$ cat src/mau_pkg.sv
// Package for the modular arithmetic unit: widths, operation codes, reset modulus.
// No dependencies.
`default_nettype none
package mau_pkg;
  localparam int unsigned ModW   = 31;
  localparam int unsigned OpW    = 32;
  localparam int unsigned ExpW   = 63;
  localparam int unsigned CodeW  = 3;
  localparam logic [ModW-1:0] ModReset = 31'd1000000007;

  typedef enum logic [CodeW-1:0] {
    OP_ADD = 3'd0,
    OP_SUB = 3'd1,
    OP_MUL = 3'd2,
    OP_POW = 3'd3,
    OP_INV = 3'd4,
    OP_DIV = 3'd5
  } op_e;

  // Request to the modular multiplier.
  typedef struct packed {
    logic            start;
    logic [ModW-1:0] x;
    logic [ModW-1:0] y;
  } mul_req_t;
endpackage
`default_nettype wire

$ cat src/modular_arithmetic_unit.sv
// Modular arithmetic unit: add, subtract, multiply, power, inverse, divide mod m.
// Operands are first reduced with four passes of the shared bit-serial modular
// multiplier, which also serves multiply, power (63-bit exponent), inverse and
// divide. One item at a time; in_stall is high until the result transfer.
// Reset clears control state and loads modulus 1000000007.
// Depends on mau_pkg and mau_modmul.
`default_nettype none
module modular_arithmetic_unit (
  input  wire logic                       clk_i,
  input  wire logic                       rst_ni,
  input  wire logic                       cfg_we_i,
  input  wire logic [mau_pkg::ModW-1:0]   cfg_wdata_i,
  input  wire logic                       in_valid_i,
  output logic                            in_stall_o,
  input  wire logic [mau_pkg::CodeW-1:0]  operation_i,
  input  wire logic [mau_pkg::OpW-1:0]    operand_a_i,
  input  wire logic [mau_pkg::OpW-1:0]    operand_b_i,
  input  wire logic [mau_pkg::ExpW-1:0]   exponent_i,
  output logic                            out_valid_o,
  input  wire logic                       out_stall_i,
  output logic [mau_pkg::ModW-1:0]        result_o
);
  localparam int unsigned W  = mau_pkg::ModW;
  localparam int unsigned EW = mau_pkg::ExpW;
  localparam int unsigned BW = $clog2(EW + 1);

  typedef enum logic [3:0] {
    S_IDLE, S_RED_A, S_RED_B, S_DISPATCH, S_POW_MUL, S_POW_SQ, S_POW_NEXT,
    S_DIV_MUL, S_PLAIN_MUL, S_OUT
  } state_e;

  state_e                     state_q;
  logic [W-1:0]               mod_q;
  logic [mau_pkg::CodeW-1:0]  op_q;
  logic [mau_pkg::OpW-1:0]    ra_q, rb_q;
  logic [EW-1:0]              e_q;
  logic [W-1:0]               a_q, b_q, acc_q, sq_q;
  logic [BW-1:0]              bit_q;
  logic [W-1:0]               res_q;
  logic                       wait_q;
  logic                       red_hi_q;
  mau_pkg::mul_req_t          req;
  logic                       mdone;
  logic [W-1:0]               mprod;
  logic [W:0]                 sum;
  logic [W-1:0]               sum_r, diff;

  mau_modmul u_mul (
    .clk_i (clk_i), .rst_ni(rst_ni), .req_i(req), .mod_i(mod_q),
    .done_o(mdone), .prod_o(mprod)
  );

  // Add and subtract of reduced operands.
  always_comb begin
    sum   = {1'b0, a_q} + {1'b0, b_q};
    sum_r = (sum >= {1'b0, mod_q}) ? W'(sum - {1'b0, mod_q}) : sum[W-1:0];
    diff  = (a_q >= b_q) ? a_q - b_q : W'({1'b0, a_q} + {1'b0, mod_q} - {1'b0, b_q});
  end

  // Reduction of a 32-bit operand v: the multiplier forms 1 * v[31:1] mod m, which walks
  // the bits of v[31:1] in Horner order and so reduces it fully, then doubles that.
  logic [W-1:0] half_red;
  logic [W-1:0] src_half;
  always_comb begin
    src_half = (state_q == S_RED_A) ? ra_q[mau_pkg::OpW-1:1] : rb_q[mau_pkg::OpW-1:1];
    half_red = src_half;
  end

  always_ff @(posedge clk_i or negedge rst_ni) begin
    if (!rst_ni) begin
      state_q  <= S_IDLE;
      mod_q    <= mau_pkg::ModReset;
      wait_q   <= 1'b0;
      red_hi_q <= 1'b0;
      req      <= '0;
    end else begin
      req.start <= 1'b0;
      if (cfg_we_i) mod_q <= cfg_wdata_i;
      case (state_q)
        S_IDLE: begin
          if (in_valid_i) begin
            op_q <= operation_i;
            ra_q <= operand_a_i;
            rb_q <= operand_b_i;
            e_q  <= exponent_i;
            if (mod_q < W'(2)) begin
              res_q   <= '0;
              state_q <= S_OUT;
            end else begin
              state_q  <= S_RED_A;
              wait_q   <= 1'b0;
              red_hi_q <= 1'b0;
            end
          end
        end
        // Reduce a 32-bit operand: first 1*(v>>1) mod m, then that*2 mod m,
        // then add the low bit with one conditional subtract.
        S_RED_A, S_RED_B: begin
          if (!wait_q) begin
            req.start <= 1'b1;
            req.x     <= red_hi_q ? acc_q : W'(1);
            req.y     <= red_hi_q ? W'(2) : half_red;
            wait_q    <= 1'b1;
          end else if (mdone) begin
            wait_q <= 1'b0;
            if (!red_hi_q) begin
              acc_q    <= mprod;
              red_hi_q <= 1'b1;
            end else begin
              red_hi_q <= 1'b0;
              if (state_q == S_RED_A) begin
                a_q     <= (({1'b0, mprod} + {{W{1'b0}}, ra_q[0]}) >= {1'b0, mod_q}) ?
                           W'({1'b0, mprod} + {{W{1'b0}}, ra_q[0]} - {1'b0, mod_q}) :
                           W'(mprod + W'(ra_q[0]));
                state_q <= S_RED_B;
              end else begin
                b_q     <= (({1'b0, mprod} + {{W{1'b0}}, rb_q[0]}) >= {1'b0, mod_q}) ?
                           W'({1'b0, mprod} + {{W{1'b0}}, rb_q[0]} - {1'b0, mod_q}) :
                           W'(mprod + W'(rb_q[0]));
                state_q <= S_DISPATCH;
              end
            end
          end
        end
        S_DISPATCH: begin
          acc_q <= W'(1);
          bit_q <= '0;
          case (op_q)
            mau_pkg::OP_ADD: begin res_q <= sum_r; state_q <= S_OUT; end
            mau_pkg::OP_SUB: begin res_q <= diff;  state_q <= S_OUT; end
            mau_pkg::OP_MUL: begin state_q <= S_PLAIN_MUL; end
            mau_pkg::OP_POW: begin sq_q <= a_q; state_q <= S_POW_MUL; end
            mau_pkg::OP_INV: begin
              sq_q <= a_q;
              e_q  <= EW'(mod_q - W'(2));
              if (a_q == '0) begin res_q <= '0; state_q <= S_OUT; end
              else state_q <= S_POW_MUL;
            end
            mau_pkg::OP_DIV: begin
              sq_q <= b_q;
              e_q  <= EW'(mod_q - W'(2));
              if (b_q == '0) begin res_q <= '0; state_q <= S_OUT; end
              else state_q <= S_POW_MUL;
            end
            default: begin res_q <= '0; state_q <= S_OUT; end
          endcase
        end
        // acc *= sq when the current exponent bit is set.
        S_POW_MUL: begin
          if (!e_q[0]) begin
            state_q <= S_POW_SQ;
          end else if (!wait_q) begin
            req.start <= 1'b1; req.x <= acc_q; req.y <= sq_q; wait_q <= 1'b1;
          end else if (mdone) begin
            acc_q <= mprod; wait_q <= 1'b0; state_q <= S_POW_SQ;
          end
        end
        S_POW_SQ: begin
          if (e_q[EW-1:1] == '0) begin
            state_q <= S_POW_NEXT;
          end else if (!wait_q) begin
            req.start <= 1'b1; req.x <= sq_q; req.y <= sq_q; wait_q <= 1'b1;
          end else if (mdone) begin
            sq_q <= mprod; wait_q <= 1'b0; state_q <= S_POW_NEXT;
          end
        end
        S_POW_NEXT: begin
          e_q   <= e_q >> 1;
          bit_q <= bit_q + 1'b1;
          if (e_q[EW-1:1] == '0 || bit_q == BW'(EW - 1)) begin
            if (op_q == mau_pkg::OP_DIV) state_q <= S_DIV_MUL;
            else begin res_q <= acc_q; state_q <= S_OUT; end
          end else state_q <= S_POW_MUL;
        end
        S_DIV_MUL: begin
          if (!wait_q) begin
            req.start <= 1'b1; req.x <= a_q; req.y <= acc_q; wait_q <= 1'b1;
          end else if (mdone) begin
            res_q <= mprod; wait_q <= 1'b0; state_q <= S_OUT;
          end
        end
        S_PLAIN_MUL: begin
          if (!wait_q) begin
            req.start <= 1'b1; req.x <= a_q; req.y <= b_q; wait_q <= 1'b1;
          end else if (mdone) begin
            res_q <= mprod; wait_q <= 1'b0; state_q <= S_OUT;
          end
        end
        S_OUT: begin
          if (!out_stall_i) state_q <= S_IDLE;
        end
        default: state_q <= S_IDLE;
      endcase
    end
  end

  assign in_stall_o  = (state_q != S_IDLE);
  assign out_valid_o = (state_q == S_OUT);
  assign result_o    = res_q;
endmodule
`default_nettype wire

$ cat src/mau_modmul.sv
// Bit-serial modular multiplier: (x * y) mod m, one bit of y per cycle.
// Depends on mau_pkg. Also used as a reducer with x = 1, y = value.
`default_nettype none
module mau_modmul (
  input  wire logic                   clk_i,
  input  wire logic                   rst_ni,
  input  wire mau_pkg::mul_req_t      req_i,
  input  wire logic [mau_pkg::ModW-1:0] mod_i,
  output logic                        done_o,
  output logic [mau_pkg::ModW-1:0]    prod_o
);
  localparam int unsigned CntW = $clog2(mau_pkg::ModW + 1);

  logic                     busy_q, busy_d;
  logic [CntW-1:0]          cnt_q, cnt_d;
  logic [mau_pkg::ModW-1:0] x_q, x_d, y_q, y_d, acc_q, acc_d;
  logic                     done_d;
  logic [mau_pkg::ModW:0]   dbl, dbl_r, add, add_r;

  // Horner step from the top bit: acc = 2*acc (+ x), each kept below m.
  always_comb begin
    dbl   = {acc_q, 1'b0};
    dbl_r = (dbl >= {1'b0, mod_i}) ? dbl - {1'b0, mod_i} : dbl;
    add   = dbl_r + {1'b0, x_q};
    add_r = (add >= {1'b0, mod_i}) ? add - {1'b0, mod_i} : add;
  end

  always_comb begin
    busy_d = busy_q;
    cnt_d  = cnt_q;
    x_d    = x_q;
    y_d    = y_q;
    acc_d  = acc_q;
    done_d = 1'b0;
    if (req_i.start) begin
      busy_d = 1'b1;
      cnt_d  = CntW'(mau_pkg::ModW);
      x_d    = req_i.x;
      y_d    = req_i.y;
      acc_d  = '0;
    end else if (busy_q) begin
      acc_d = y_q[mau_pkg::ModW-1] ? add_r[mau_pkg::ModW-1:0] : dbl_r[mau_pkg::ModW-1:0];
      y_d   = {y_q[mau_pkg::ModW-2:0], 1'b0};
      cnt_d = cnt_q - 1'b1;
      if (cnt_q == CntW'(1)) begin
        busy_d = 1'b0;
        done_d = 1'b1;
      end
    end
  end

  always_ff @(posedge clk_i or negedge rst_ni) begin
    if (!rst_ni) begin
      busy_q <= 1'b0;
      cnt_q  <= '0;
      done_o <= 1'b0;
    end else begin
      busy_q <= busy_d;
      cnt_q  <= cnt_d;
      done_o <= done_d;
    end
  end

  always_ff @(posedge clk_i) begin
    x_q   <= x_d;
    y_q   <= y_d;
    acc_q <= acc_d;
  end

  assign prod_o = acc_q;
endmodule
`default_nettype wire
$ cat config.mk
export PLATFORM = sky130hd
export DESIGN_NAME = modular_arithmetic_unit
export DESIGN_NICKNAME = d
export VERILOG_FILES = /design/src/mau_pkg.sv /design/src/modular_arithmetic_unit.sv /design/src/mau_modmul.sv
export SDC_FILE = /design/constraint.sdc
export NUM_CORES = 2
export LEC_CHECK = 0
export ABC_AREA = 1
export BUFFER_PORTS_ARGS = -buffer_cell sky130_fd_sc_hd__buf_2
export CELL_PAD_IN_SITES_DETAIL_PLACEMENT = 0
export CELL_PAD_IN_SITES_GLOBAL_PLACEMENT = 1
export CORE_UTILIZATION = 25
export CTS_CLUSTER_DIAMETER = 50
export CTS_CLUSTER_SIZE = 40
export DETAILED_ROUTE_END_ITERATION = 8
export PLACE_DENSITY_LB_ADDON = 0.3
export SETUP_SLACK_MARGIN = 0.02
export SLEW_MARGIN = 40
export SYNTH_ARGS = -nofsm -noshare
export SYNTH_HDL_FRONTEND = slang
export SYNTH_SLANG_ARGS = --single-unit
$ cat constraint.sdc
create_clock -name clk_i -period 7.33 [get_ports clk_i]
set_input_delay 1.0995 -clock clk_i [delete_from_list [all_inputs] [get_ports clk_i]]
set_output_delay 1.0995 -clock clk_i [all_outputs]
set_load 0.05 [all_outputs]
==> impl_metrics.yaml <==
critical_path:
  cp_slowest_stage_delay_ns: 0.55
  arrival_ns: 7.47
  reg2reg_depth: 36
  startpoint_type: "flip-flop"
  timing.rr.end: "u_mul.prod_o[24]$_SDFFE_PP0P_"
  critPathMostFrequentCell: "nand2_1"
  cp_max_fo: 24
  crit_path_end_kind: "flip-flop"
  worst-setup-path-type: "reg -> reg"
  crit_path_top_delay_cell: "dfstp_2"
  rrSetupSlack_ns: 0.42
  worst_ep_required_time_ns: 7.89
  startpoint: "mod_q[14]$_DFFE_PN1P_"
  r2r-start: "mod_q[14]$_DFFE_PN1P_"
synthesis:
  synth_area_leaders: "edfxtp_1 25%, nand2_1 14%, ha_1 8.3%, inv_1 6.6%, dfrtp_1 5.3%"
  yosysWarnings: 0
  synth_top_area_frac: 0.246
  synth_seq_cells: 491
  ys_async_sr_fraction: 0.218
  synth_nets: 6610
  postSynthCellCount: 6119
  synthDistinctLibCells: 57
  avgSynthCellArea_sq_um: 7.05
  yosysSeqAreaShare: 0.323
  synth.cell_area_sq_um: 43100
  synthFlopType: "edfxtp_1"
  synth.largest_area_cell: "edfxtp_1"
  synth_edf_count: 353
timing:
  drv_slew: 0
  finClkSkew_ns: 0.0477
  post-route-period-util: 0.942
  max_slew_margin: 0.381
  setup_violations: 0
  period_needed_ns: 6.91
  final-hold-violation-count: 0
  tightest_slew_ns: 0.920
  rsz0062_at_grt: "no"
  tns_ns: 0
  fmax_mhz: 145
drt:
  wl_met2_microns: 109000
  met1_length_microns: 107000
  dr.pass1.iters: 8
  viasPerCell: 5.25
  wl_met3_microns: 19900
  antenna_left: 0
  top_layer: "met5"
  drc: 0
  wire_per_inst_microns: 28.8
  via_count: 45835
  dr.first_iter.drc_count: 4749
  drt_wl_total_microns: 251000
clock_tree:
  clk_pin_slew_ns: 0.06
  clock_tree.root_cell: "clkbuf_16"
  cts_buffers: 78
  htree_levels: 3
  cts_tree: "done"
  clock-sinks: 491
  post-cts-setup-buffers: 0
  clk_latency_ns: 0.71
  clockBufferDepth: 3
die:
  die_area_sq_um: 174000
  die_w_microns: 417
  ioPinCount: 199
  initial_core_util: 0.251
  placementRows: 152
  die_h_microns: 417
  core-area_sq_um: 172000
global_routing:
  grt_pass1_wl_microns: 344000
  grt_overflow: 0
  grt_max_degree: 86
  grt_pass1_vias: 43611
  antenna_found_initial: 16
  grt_use_total: 0.280
power:
  power_density_nw_per_um2: 608
  fin_total_pwr_w: 0.0305
  leakage_nw: 22.7
  ir_worst_vdd_uv: 462
outcome:
  run_status: "finished, final reports clean"
cells_and_area:
  drive_above_1_share: 0.0940
  multi_input_area_sq_um: 25500
  area.sequential_sq_um: 13900
  area_growth_pct: 16.4
  finalNonFillerCells: 8735
  nets: 6837
  n_fill_cell: 19082
placed_design:
  gp_congestion: 1.00
  place_inst: 8574
  io_buffers: 198
  dp_hpwl_microns: 201000
min_path:
  holdCritPathClass: "in -> async"
run:
  drv_cap: 0
-- power by group --
part           switching, W  total [W]  internal (W)
clock network       0.00162    0.00384       0.00222
logic                0.0155     0.0219       0.00642
registers          0.000697    0.00477       0.00408
total                0.0178     0.0305        0.0127
-- registers in the layout (all words and copies together) (netlist names) --
signal        cells
u_mul.cnt_q       5
ra_q             32
acc_q            31
a_q              31
sq_q             31
mod_q            31
red_hi_q          1
wait_q            1
rb_q             32
e_q              63
u_mul.y_q        31
u_mul.x_q        31
bit_q             6
u_mul.busy_q      1
b_q              31
req              63
state_q           4
u_mul.done_o      1
u_mul.prod_o     31
result_o         31
op_q              3
-- stage by stage --
step / worst slack (ns) / util / hold slack [ns] / area (sq um)
after floorplan: 1.19 / - / 0.425 / 43100
after global placement: 0.165 / 0.276 / 0.450 / 47400
after detailed placement: 0.326 / 0.276 / 0.433 / 47400
after CTS: 0.248 / 0.292 / 0.386 / 50100
after global routing: 0.0253 / 0.292 / 0.413 / 50200
final: 0.422 / 0.293 / 0.395 / 50200
-- synth_stat cells, drive strengths merged (19+ instances only) --
cell and count:
ha 287, edfxtp 353, a21oi 449, xor2 196, buf 53, o311ai 19
clkbuf 154, nor4 41, o21bai 29, nand3 434, dfxtp 31, o2111ai 36
fa 38, a31oi 64, nand3b 22, o21ai 371, nor3 83, o211ai 55
dfrtp 91, nor2 594, a21o 24, a22oi 32, inv 780, xnor2 81
nand4 114, nand2 1613
-- area by class of cell --
| type | count | share of cell area |
|---|---|---|
| Tap cell | 2310 | 0.0576 |
| Clock buffer | 90 | 0.0408 |
| Inverter | 782 | 0.0585 |
| Multi-Input combinational cell | 4639 | 0.509 |
| Clock inverter | 56 | 0.0121 |
| Sequential cell | 491 | 0.277 |
| Timing Repair Buffer | 354 | 0.0440 |
| Antenna cell | 13 | 0.000648 |
-- logic make-up (layout without fill, tap and decap cells) --
logic type | after synthesis | after routing | share of synthesized area
adders and majority gates | 325 | 325 | 0.101
xor gates and xnor gates | 277 | 277 | 0.0562
AOI/OAI and AO/OA | 1114 | 1114 | 0.149
buffers and inverters | 989 | 1282 | 0.0882
and+or+nand+nor | 2923 | 2923 | 0.283
DFF | 491 | 491 | 0.323
other | 0 | 13 | 0
-- metal layers --
metal  vias up  track usage
met5         -            0
met4        18        0.154
met3       458       0.0572
met2      2024        0.429
met1     22368        0.367
li1      20967            -
-- worst max-delay path by stage --
stage                               endpoint  slack, ns
2_1_floorplan               e_q[0]$_DFFE_PP_       1.19
3_3_place_gp   u_mul.prod_o[10]$_SDFFE_PP0P_       0.17
3_5_place_dp   u_mul.prod_o[24]$_SDFFE_PP0P_       0.33
4_1_cts        u_mul.prod_o[22]$_SDFFE_PP0P_       0.25
5_1_grt        u_mul.prod_o[24]$_SDFFE_PP0P_       0.03
6_report       u_mul.prod_o[24]$_SDFFE_PP0P_       0.42
-- worst max-delay path, delay by kind of cell, from the launching register on --
family / cells / cell delay, ns
simple gates: 23 / 3.09
fa+ha+maj: 3 / 1.11
compound gates: 4 / 0.99
buf+inv: 5 / 0.64
flops: 1 / 0.55
xor+xnor: 1 / 0.34
-- placed cells by master, fill, tap and decap left out, drive strengths merged, types with 8 or more instances in the layout --
cell type / instances
o21ai: 371
nand4: 114
a31oi: 64
and2: 8
o211ai: 55
nor4: 41
o21bai: 29
a22oi: 32
fa: 38
buf: 352
a21boi: 11
edfxtp: 353
nand3b: 22
xnor2: 81
o21a: 12
diode: 13
clkinv: 29
xor2: 196
dfstp: 16
inv: 798
clkbuf: 92
a21o: 24
nand2: 1613
o2111ai: 36
dfxtp: 31
ha: 287
o311ai: 19
nor2: 594
a21oi: 449
nor3: 83
nand3: 434
dfrtp: 91
-- repair_timing --
| action | 4_1_cts | 5_1_grt |
|---|---|---|
| hold buffers | 0 | 0 |
| setup endpoints to repair | 0 | 31 |
| hold endpoints to repair | 0 | 0 |
| resized for setup | 0 | 18 |
Note: power is estimated with default switching activity, not from simulation.
